[src/rtl/core/srs_pkg.sv]
// ----------------------------------------------------------------------------
// srs_pkg
// Shared types and codes of the shutter relay sequencer.
// ----------------------------------------------------------------------------
package srs_pkg;

  // Item opcodes
  localparam logic [1:0] OP_TICK = 2'd0;
  localparam logic [1:0] OP_UP   = 2'd1;
  localparam logic [1:0] OP_DOWN = 2'd2;
  localparam logic [1:0] OP_STOP = 2'd3;

  // Motion codes, as reported in the packed status
  localparam logic [1:0] MOTION_STOP = 2'd0;
  localparam logic [1:0] MOTION_UP   = 2'd1;
  localparam logic [1:0] MOTION_DOWN = 2'd2;

  // Travel time registers
  localparam int unsigned TIME_W    = 13;
  localparam int unsigned TIME_CH   = 3;
  localparam int unsigned CFG_IDX_W = 3;
  localparam logic [TIME_W-1:0] TIME_RESET = 13'd30;

  localparam logic [CFG_IDX_W-1:0] CFG_UP_TIME_CH0   = 3'd0;
  localparam logic [CFG_IDX_W-1:0] CFG_UP_TIME_CH1   = 3'd1;
  localparam logic [CFG_IDX_W-1:0] CFG_UP_TIME_CH2   = 3'd2;
  localparam logic [CFG_IDX_W-1:0] CFG_DOWN_TIME_CH0 = 3'd3;
  localparam logic [CFG_IDX_W-1:0] CFG_DOWN_TIME_CH1 = 3'd4;
  localparam logic [CFG_IDX_W-1:0] CFG_DOWN_TIME_CH2 = 3'd5;

  localparam int unsigned CNT_W   = 16;
  localparam int unsigned FIELD_W = 6;   // relay_drive / packed_status width
  localparam int unsigned OUT_CH  = FIELD_W / 2;

  // Work request handed to every channel for one item
  typedef struct packed {
    logic       en;    // an item is processed this cycle
    logic [1:0] op;
    logic [1:0] chan;
  } srs_cmd_t;

endpackage

[src/rtl/core/srs_cfg_regs.sv]
// ----------------------------------------------------------------------------
// srs_cfg_regs
// Travel time register file, written through a plain write port.
// ----------------------------------------------------------------------------
module srs_cfg_regs (
  input  logic                          clk_i,
  input  logic                          rst_ni,
  input  logic                          cfg_we_i,
  input  logic [srs_pkg::CFG_IDX_W-1:0] cfg_index_i,
  input  logic [srs_pkg::TIME_W-1:0]    cfg_data_i,
  output logic [srs_pkg::TIME_W-1:0]    up_time_o   [srs_pkg::TIME_CH],
  output logic [srs_pkg::TIME_W-1:0]    down_time_o [srs_pkg::TIME_CH]
);
  import srs_pkg::*;

  logic [TIME_W-1:0] up_time_q   [TIME_CH];
  logic [TIME_W-1:0] down_time_q [TIME_CH];

  always_ff @(posedge clk_i or negedge rst_ni) begin
    if (!rst_ni) begin
      for (int i = 0; i < TIME_CH; i++) begin
        up_time_q[i]   <= TIME_RESET;
        down_time_q[i] <= TIME_RESET;
      end
    end else if (cfg_we_i) begin
      case (cfg_index_i)
        CFG_UP_TIME_CH0:   up_time_q[0]   <= cfg_data_i;
        CFG_UP_TIME_CH1:   up_time_q[1]   <= cfg_data_i;
        CFG_UP_TIME_CH2:   up_time_q[2]   <= cfg_data_i;
        CFG_DOWN_TIME_CH0: down_time_q[0] <= cfg_data_i;
        CFG_DOWN_TIME_CH1: down_time_q[1] <= cfg_data_i;
        CFG_DOWN_TIME_CH2: down_time_q[2] <= cfg_data_i;
        default: ;  // unmapped index: dropped
      endcase
    end
  end

  assign up_time_o   = up_time_q;
  assign down_time_o = down_time_q;

endmodule

[src/rtl/core/srs_channel.sv]
// ----------------------------------------------------------------------------
// srs_channel
// Motion state of one shutter: request, applied drive and travel countdown.
// ----------------------------------------------------------------------------
module srs_channel #(
  parameter int unsigned TICKS_PER_SECOND = 10,
  parameter int unsigned CH_ID            = 0
) (
  input  logic                       clk_i,
  input  logic                       rst_ni,
  input  srs_pkg::srs_cmd_t          cmd_i,
  input  logic [srs_pkg::TIME_W-1:0] up_time_i,
  input  logic [srs_pkg::TIME_W-1:0] down_time_i,
  output logic [1:0]                 req_d_o,   // request after this item
  output logic [1:0]                 app_d_o    // applied motion after this item
);
  import srs_pkg::*;

  localparam int unsigned PROD_W = TIME_W + 7;  // TICKS_PER_SECOND <= 100

  logic [1:0]        req_q, req_d;
  logic [1:0]        app_q, app_d;
  logic [CNT_W-1:0]  cnt_q, cnt_d;
  logic [TIME_W-1:0] sel_time;
  logic [PROD_W-1:0] load_val;
  logic              hit;

  assign hit      = (cmd_i.chan == CH_ID[1:0]);
  assign sel_time = (req_q == MOTION_UP) ? up_time_i : down_time_i;
  assign load_val = PROD_W'(sel_time) * PROD_W'(TICKS_PER_SECOND);

  always_comb begin
    req_d = req_q;
    app_d = app_q;
    cnt_d = cnt_q;
    if (cmd_i.en) begin
      if (cmd_i.op == OP_TICK) begin
        if (req_q != app_q) begin
          if (req_q == MOTION_STOP || app_q != MOTION_STOP) begin
            app_d = MOTION_STOP;  // stop, or dead time before reversing
          end else begin
            app_d = req_q;
            cnt_d = load_val[CNT_W-1:0];
          end
        end else if (req_q != MOTION_STOP) begin
          cnt_d = cnt_q - CNT_W'(1);
          if (cnt_d == '0) begin
            req_d = MOTION_STOP;
          end
        end
      end else if (hit) begin
        case (cmd_i.op)
          OP_UP:   req_d = MOTION_UP;
          OP_DOWN: req_d = MOTION_DOWN;
          default: req_d = MOTION_STOP;
        endcase
      end
    end
  end

  always_ff @(posedge clk_i or negedge rst_ni) begin
    if (!rst_ni) begin
      req_q <= MOTION_STOP;
      app_q <= MOTION_STOP;
      cnt_q <= '0;
    end else begin
      req_q <= req_d;
      app_q <= app_d;
      cnt_q <= cnt_d;
    end
  end

  assign req_d_o = req_d;
  assign app_d_o = app_d;

endmodule

[src/rtl/core/shutter_relay_sequencer.sv]
// ----------------------------------------------------------------------------
// shutter_relay_sequencer
// Relay sequencing for up to three shutter motors with dead time on reversal.
// ----------------------------------------------------------------------------
// Usage:
//   s_axis carries one item per handshake: the operation in tuser (a 100 ms
//   tick or an up/down/stop command) and the addressed channel in tdata.
//   Commands to a channel the block does not drive are ignored but still
//   produce a result.
//   m_axis returns exactly one result per input item: relay drive and packed
//   request status, both taken after the item has taken effect.
//   The cfg port writes the six travel time registers (seconds); writes are
//   expected only while no item is in flight.
//   Path: an item accepted into the input register has its result loaded into
//   the output register once the output slot is free.
//   Throughput: one item per cycle while m_axis is not stalled; the channel
//   update between the input register and the output register is combinational.
//   Stall: a held result keeps its data; the input register still takes one
//   more item, then s_axis_tready drops until the result is taken.
//   Reset: all channels stop, relays off, countdowns zero, travel times 30 s,
//   both registers empty.
// ----------------------------------------------------------------------------
module shutter_relay_sequencer #(
  parameter int unsigned CHANNELS         = 3,
  parameter int unsigned TICKS_PER_SECOND = 10
) (
  input  logic                          clk_i,
  input  logic                          rst_ni,
  // configuration write port
  input  logic                          cfg_we_i,
  input  logic [srs_pkg::CFG_IDX_W-1:0] cfg_index_i,
  input  logic [srs_pkg::TIME_W-1:0]    cfg_data_i,
  // input items
  input  logic                          s_axis_tvalid,
  output logic                          s_axis_tready,
  input  logic [7:0]                    s_axis_tdata,   // [1:0] channel
  input  logic [1:0]                    s_axis_tuser,   // [1:0] operation
  // result items
  output logic                          m_axis_tvalid,
  input  logic                          m_axis_tready,
  output logic [15:0]                   m_axis_tdata    // [5:0] relay_drive,
                                                        // [11:6] packed_status
);
  import srs_pkg::*;

  // channels beyond the third have no place in the 6-bit result fields
  localparam int unsigned NCH = (CHANNELS < OUT_CH) ? CHANNELS : OUT_CH;

  logic              in_valid_q;
  logic [1:0]        in_op_q, in_chan_q;
  logic              out_valid_q;
  logic [FIELD_W-1:0] relay_q, status_q;
  logic [FIELD_W-1:0] relay_d, status_d;
  logic              advance;
  srs_cmd_t          cmd;

  logic [TIME_W-1:0] up_time   [TIME_CH];
  logic [TIME_W-1:0] down_time [TIME_CH];
  logic [1:0]        req_d [NCH];
  logic [1:0]        app_d [NCH];

  // the held item moves to the output when the output slot is free
  assign advance       = in_valid_q && (!out_valid_q || m_axis_tready);
  assign s_axis_tready = !in_valid_q || advance;

  always_ff @(posedge clk_i or negedge rst_ni) begin
    if (!rst_ni) begin
      in_valid_q <= 1'b0;
    end else if (s_axis_tready) begin
      in_valid_q <= s_axis_tvalid;
    end
  end

  always_ff @(posedge clk_i) begin
    if (s_axis_tready && s_axis_tvalid) begin
      in_op_q   <= s_axis_tuser;
      in_chan_q <= s_axis_tdata[1:0];
    end
  end

  assign cmd = '{en: advance, op: in_op_q, chan: in_chan_q};

  srs_cfg_regs u_cfg (
    .clk_i       (clk_i),
    .rst_ni      (rst_ni),
    .cfg_we_i    (cfg_we_i),
    .cfg_index_i (cfg_index_i),
    .cfg_data_i  (cfg_data_i),
    .up_time_o   (up_time),
    .down_time_o (down_time)
  );

  for (genvar c = 0; c < NCH; c++) begin : g_ch
    srs_channel #(
      .TICKS_PER_SECOND (TICKS_PER_SECOND),
      .CH_ID            (c)
    ) u_ch (
      .clk_i       (clk_i),
      .rst_ni      (rst_ni),
      .cmd_i       (cmd),
      .up_time_i   (up_time[c]),
      .down_time_i (down_time[c]),
      .req_d_o     (req_d[c]),
      .app_d_o     (app_d[c])
    );
  end

  // result fields from the post-item channel state
  always_comb begin
    relay_d  = '0;
    status_d = '0;
    for (int c = 0; c < NCH; c++) begin
      relay_d[2*c]       = (app_d[c] == MOTION_UP);
      relay_d[2*c+1]     = (app_d[c] == MOTION_DOWN);
      status_d[2*c +: 2] = req_d[c];
    end
  end

  always_ff @(posedge clk_i or negedge rst_ni) begin
    if (!rst_ni) begin
      out_valid_q <= 1'b0;
    end else if (advance) begin
      out_valid_q <= 1'b1;
    end else if (m_axis_tready) begin
      out_valid_q <= 1'b0;
    end
  end

  always_ff @(posedge clk_i) begin
    if (advance) begin
      relay_q  <= relay_d;
      status_q <= status_d;
    end
  end

  assign m_axis_tvalid = out_valid_q;
  assign m_axis_tdata  = {4'b0, status_q, relay_q};

endmodule

[config.mk]
export PLATFORM = sky130hd
export DESIGN_NAME = shutter_relay_sequencer
export DESIGN_NICKNAME = d
export VERILOG_FILES = /design/src/rtl/core/srs_pkg.sv /design/src/rtl/core/srs_cfg_regs.sv /design/src/rtl/core/srs_channel.sv /design/src/rtl/core/shutter_relay_sequencer.sv
export SDC_FILE = /design/constraint.sdc
export NUM_CORES = 1
export LEC_CHECK = 0
export ABC_AREA = 1
export BUFFER_PORTS_ARGS = -buffer_cell sky130_fd_sc_hd__buf_2
export CAP_MARGIN = 25
export CELL_PAD_IN_SITES_DETAIL_PLACEMENT = 0
export CELL_PAD_IN_SITES_GLOBAL_PLACEMENT = 1
export CORE_MARGIN = 3
export CORE_UTILIZATION = 33
export CTS_CLUSTER_SIZE = 12
export DETAILED_ROUTE_END_ITERATION = 16
export PLACE_DENSITY = 0.6
export RECOVER_POWER = 100
export SLEW_MARGIN = 25
export SYNTH_ARGS = -nofsm -noshare
export SYNTH_HDL_FRONTEND = slang
export SYNTH_HIERARCHICAL = 1
export SYNTH_SLANG_ARGS = --single-unit
[constraint.sdc]
create_clock -name clk_i -period 3.4 [get_ports clk_i]
set_input_delay 0.34 -clock clk_i [delete_from_list [all_inputs] [get_ports clk_i]]
set_output_delay 0.34 -clock clk_i [all_outputs]
set_load 0.02 [all_outputs]
# Word-level counts from Yosys, hierarchy flattened
# Index checks and enable logic that the tools add are counted.
# word_totals
ff_bits	156
inputBits	31
output_inout_bits	18
elab_cells	133
# op_classes
n_addsub	3
multipliers	3
n_eq_ne	24
n_mux	45
reduce_logical	37
# ops
operator	count
$mux W16	9
$mux W2	30
$logic_not A16 Y1	3
$sub A16 B1 Y16 const B	3
$mul A13 B3 Y15 const B	3
$mux W13	3
$reduce_bool A2 Y1	10
$eq A2 B1 Y1 const B	8
$reduce_and A2 Y1	6
$reduce_and A4 Y1	3
$eq A2 B2 Y1 const B	5
$logic_not A2 Y1	5
$eq A3 B2 Y1 const B	2
$eq A3 B3 Y1 const B	2
$ne A2 B2 Y1	3
$ne A2 B2 Y1 const B	3
$logic_or A1 B1 Y1	5
$pmux W2 S2	1
$eq A3 B1 Y1 const B	1
$logic_not A3 Y1	1
$logic_and A1 B1 Y1	2
$logic_not A1 Y1	2
$mux W1	2

# Longest topological paths before layout
# depth
word_depth	7
depth_mapped	16
mapped_depth_nobuf	16

# Cells and area by module
# The synthesis kept the hierarchy.
# by_module_without_submodules
module	instances	cells_each	area_each_um2	seq_area_each_um2
srs_cfg_regs	1	351	3195.6	1981.9
srs_channel (g_ch[2].u_ch)	1	343	2349.8	500.5
srs_channel (g_ch[0].u_ch)	1	339	2322.2	500.5
srs_channel (g_ch[1].u_ch)	1	341	2316.0	500.5
shutter_relay_sequencer	1	45	654.4	530.5

# Worst setup path before layout
# Ideal clock, no wire load.
# synth_timing
path_type	reg2reg
startpoint	register g_ch[0].u_ch.req_q[1]
endpoint	register g_ch[0].u_ch.cnt_q[12]
setup_ns	0.087
arrival_time_ns	2.733
t_required_ns	3.313
path_slack_ns	0.580
path_stages_with_launch	17
synth_period_minus_slack_ns	2.820
path_cell_list	dfrtp_1 > inv_2 > nand2_1 > buf_2 > mux2_2 > ha_1 > ha_1 > inv_1 > fa_1 > inv_1 > nand3_1 > nand2_1 > nand2_1 > o211ai_1 > xor2_1 > nand2_1 > a22oi_1
# synth_between
elab_chain_cells	5
elab_cells_between_ends	12
classes_between	mul (1); eq/ne (3); mux (3); reduce/logical (5)
# synth_lines
item	line	rtl
start: declaration	srs_channel.sv:21	logic [1:0] req_q, req_d;
start signal: assignment	srs_channel.sv:67	req_q <= req_d;
$eq A2 B1 Y1	srs_channel.sv:29	assign sel_time = (req_q == MOTION_UP) ? up_time_i : down_time_i;
$mux W13	srs_channel.sv:29	
$mul A13 B3 Y15	srs_channel.sv:30	assign load_val = PROD_W'(sel_time) * PROD_W'(TICKS_PER_SECOND);
$mux W16	srs_channel.sv:39	if (req_q == MOTION_STOP || app_q != MOTION_STOP) begin
$mux W16	srs_channel.sv:38	if (req_q != app_q) begin
end signal: assignment	srs_channel.sv:69	cnt_q <= cnt_d;
end: declaration	srs_channel.sv:23	logic [CNT_W-1:0] cnt_q, cnt_d;
# Several ways; a longest one is shown, not always the timed one. The select of a mux whose other input is x is not followed.
# A chain may end at the register's enable or synchronous reset.

# Final worst setup path
# layout_timing
startpoint	register g_ch[2].u_ch.req_q[1]
endpoint	register g_ch[2].u_ch.cnt_q[12]
# layout_between
elab_chain_cells	5
elab_cells_between_ends	12
classes_between	mul (1); eq/ne (3); mux (3); reduce/logical (5)
# layout_lines
item	line
start: declaration	srs_channel.sv:21
start signal: assignment	srs_channel.sv:67
$eq A2 B1 Y1	srs_channel.sv:29
$mux W13	srs_channel.sv:29
$mul A13 B3 Y15	srs_channel.sv:30
$mux W16	srs_channel.sv:39
$mux W16	srs_channel.sv:38
end signal: assignment	srs_channel.sv:69
end: declaration	srs_channel.sv:23
# Several ways; a longest one is shown, not always the timed one. The select of a mux whose other input is x is not followed.

==> impl_results.md <==
- Post-route antenna net violation count: 0
- Netlist Area Pre-Place: 0.0108 mm2
- Drt first pass iters: 5
- Core Util, Final: 37.0%
- Number of remaining DRC errors: 0
- Startpoint Class: flop
- Worst-skew pair later-pin latency: 0.44 ns
- Tcrit/Tclk final: 91.0%
- Leakage power: 5.72 nW
- Share of layout cells above drive strength 1: 13.0%
- CTS clk-pin slew, worst paths: 0.06 ns
- Clk sinks: 156
- Status: complete, but fails checks
- Post_cts resized: 0
- CTS H-tree lvls: 4
- HPWL after DPL: 21.8 mm
- Inserted Clock Buffers: 17
- Rows: 65
- Syn Inst Count: 1,419
- CTS tree: done
- Synthesis-stage register bit count: 156
- Die area: 0.0351 mm2
- GRT overflow: 0
- Least-Margin Pin Slew: 1.99 ns
- Routability cong.: 0.814
- Synth Warn #: 6
- Cell area power density: 779 mW/mm2
- Setup TNS: 0 ns
- Antenna diodes: 0
- Fmax: 0.323 GHz
- Syn avg cell area: 7.64 um2
- Min-Delay Path Class: input pin to flop
- Netlist cell types: 39
- Crit path capture type: flop
- Antenna violations before repair: 1
- # setup viols final: 0
- Worst Skew: 0.0111 ns
- Slew margin rel.: -33.1%
- Seq/Total Area, Yosys: 37.0%
- Bufs on Longest Clock Path: 2
- Most frequent cells in the layout: nand2_1 (434), nand3_1 (130), nor2_1 (118), dfrtp_1 (116), inv_1 (114)
- DR vias: 9,187
- Root buf cell: clkbuf_16
- Switch Pwr: 4.12 mW
- RSZ-0062 raised after global routing: false
- Leading cell type in the layout, fill and taps excluded: nand2_1
- Die Width: 187 um
- Max-slew violations: 93
- Initial DRC Count: 476
- Layout area overhead: 9.03%
- Flop pwr share: 31.9%
- Worst IR Drop VDD: 0.393 mV
- Final Hold Vio Count: 0
- WP data arrival: 3.45 ns
- Vias/cell: 4.84
- CP Class: flop to flop
- Postcts setup bufs: 0
- WL per Instance: 15.3 um
- Final #Nets: 1,558
- Worst endpoint required time: 3.76 ns
- Vias in the first global route: 9,407
- GRT Total Usage: 17.2%
- Gate power share: 46.9%
- Switching Fraction: 44.8%
- Initial Util: 33.9%
- Die span in y: 187 um
- # IOs: 49
- Final min period: 3.09 ns
- # fillers: 3,458
- Clock share of power: 21.2%
- Max Cap Viol: 2
- Port Buffers: 38
- Max FO, Critical Path: 8
- Failing checks: capacitance limit, slew limit
- First-pass GRT wire length: 48.7 mm
- Largest net degree at the start of global routing: 66
- Int Pwr: 5.08 mW
- Total wire length: 29.1 mm
- CTS Hold Bufs: 1
- Core Region: 0.0320 mm2
[power groups by stage]
| stage | clock network, mW | registers, mW | logic, mW |
|---|---|---|---|
| floorplan | 0 | 2.87 | 3.37 |
| global placement | 0 | 2.97 | 4.40 |
| detailed placement | 0 | 2.97 | 4.38 |
| CTS | 2.03 | 2.94 | 4.42 |
| global route | 2.11 | 3.03 | 5.00 |
| finish | 1.95 | 2.93 | 4.31 |
[cell families after synthesis]
family	share of synthesized area (%)
AND/OR/NAND/NOR	31.1
AO/OA/AOI/OAI	10.3
buffers and inverters	7.68
flip-flops	37.0
adder cells (fa/ha/maj)	8.87
multiplexers	3.43
XOR/XNOR	1.62
other	0.0346
[state kept, by name, summed over array words and instances, names as in the netlist]
register	flops
g_ch.u_ch/req_q	6
in_valid_q	1
in_chan_q	2
m_axis_tvalid	1
relay_q	6
u_cfg/up_time_o	39
g_ch.u_ch/cnt_q	48
in_op_q	2
status_q	6
u_cfg/down_time_o	39
g_ch.u_ch/app_q	6
[cells in the mapped netlist, drive strengths merged]
master / number / area (um2)
nand4: 8 / 50.1
mux2: 33 / 372
nand2: 447 / 1740
or2: 3 / 18.8
dfrtp: 116 / 2900
a31oi: 10 / 62.6
edfxtp: 16 / 480
nand3b: 5 / 37.5
nor2: 156 / 742
fa: 3 / 60.1
dfstp: 24 / 631
conb: 1 / 3.75
nor3: 14 / 70.1
xor2: 12 / 105
buf: 39 / 317
xnor2: 8 / 70.1
o211ai: 12 / 90.1
a22oi: 17 / 128
o22ai: 6 / 37.5
o21a: 3 / 22.5
nand3: 134 / 711
inv: 136 / 515
ha: 72 / 901
a21oi: 71 / 389
o21bai: 6 / 45.0
o21ai: 67 / 339
[through the flow]
| step | std cells | hold WS, ns | total power, mW | worst slack (ns) | area (um2) |
|---|---|---|---|---|---|
| final | 1900 | 0.0818 | 9.20 | 0.307 | 11800 |
| after global routing | 1900 | 0.0492 | 10.1 | 0.0279 | 11800 |
| after CTS | 1900 | 0.0532 | 9.39 | 0.325 | 12000 |
| after detailed placement | 1867 | 0.413 | 7.35 | 0.346 | 11400 |
| after global placement | 1867 | 0.413 | 7.37 | 0.327 | 11400 |
| after floorplan | 1422 | 0.0444 | 6.24 | 0.580 | 10800 |
[cell type report]
class                           instances  area, um2  area share (%)
Clock buffer                           19        433            3.66
Clock inverter                         13        151            1.28
Inverter                              136        514            4.35
Multi-Input combinational cell       1091       5880            49.8
Sequential cell                       156       4010            34.0
Tap cell                              435        544            4.61
Timing Repair Buffer                   50        275            2.33
[path summary, 6_finish.rpt]
check | slack (ns) | endpoint | start | cells past startpoint
max | 0.31 | g_ch[2].u_ch/cnt_q[12] | g_ch[2].u_ch/req_q[1] | 15
min | 0.08 | in_op_q[1] | s_axis_tuser[1] | 1
max reg2reg | 0.31 | g_ch[2].u_ch/cnt_q[12] | g_ch[2].u_ch/req_q[1] | 15
min reg2reg | 0.46 | u_cfg/up_time_o[4] | u_cfg/up_time_o[4] | 2
max in group asynchronous | 0.82 | g_ch[1].u_ch/cnt_q[15] | rst_ni | 3
min in group asynchronous | 0.96 | g_ch[1].u_ch/cnt_q[11] | rst_ni | 2
[critical path: stages, from the launching register on]
cell and delay, ns:
dfrtp_1 0.40, inv_1 0.17, nand2_1 0.13, buf_4 0.19, mux2_1 0.39, ha_1 0.33
inv_1 0.07, fa_1 0.43, inv_1 0.14, nand3_1 0.08, nand2_1 0.12, nand2_1 0.06
o211ai_1 0.10, xor2_1 0.18, nand2_1 0.08, a22oi_1 0.14
[routing by layer]
metal	GRT usage (%)	part of all wire [%]
met1	23.2	50
met2	28.5	46
met3	3.09	2.5
met4	4.30	1.3
met5	0	0.024
No activity file was read; power rests on OpenSTA's default activity.
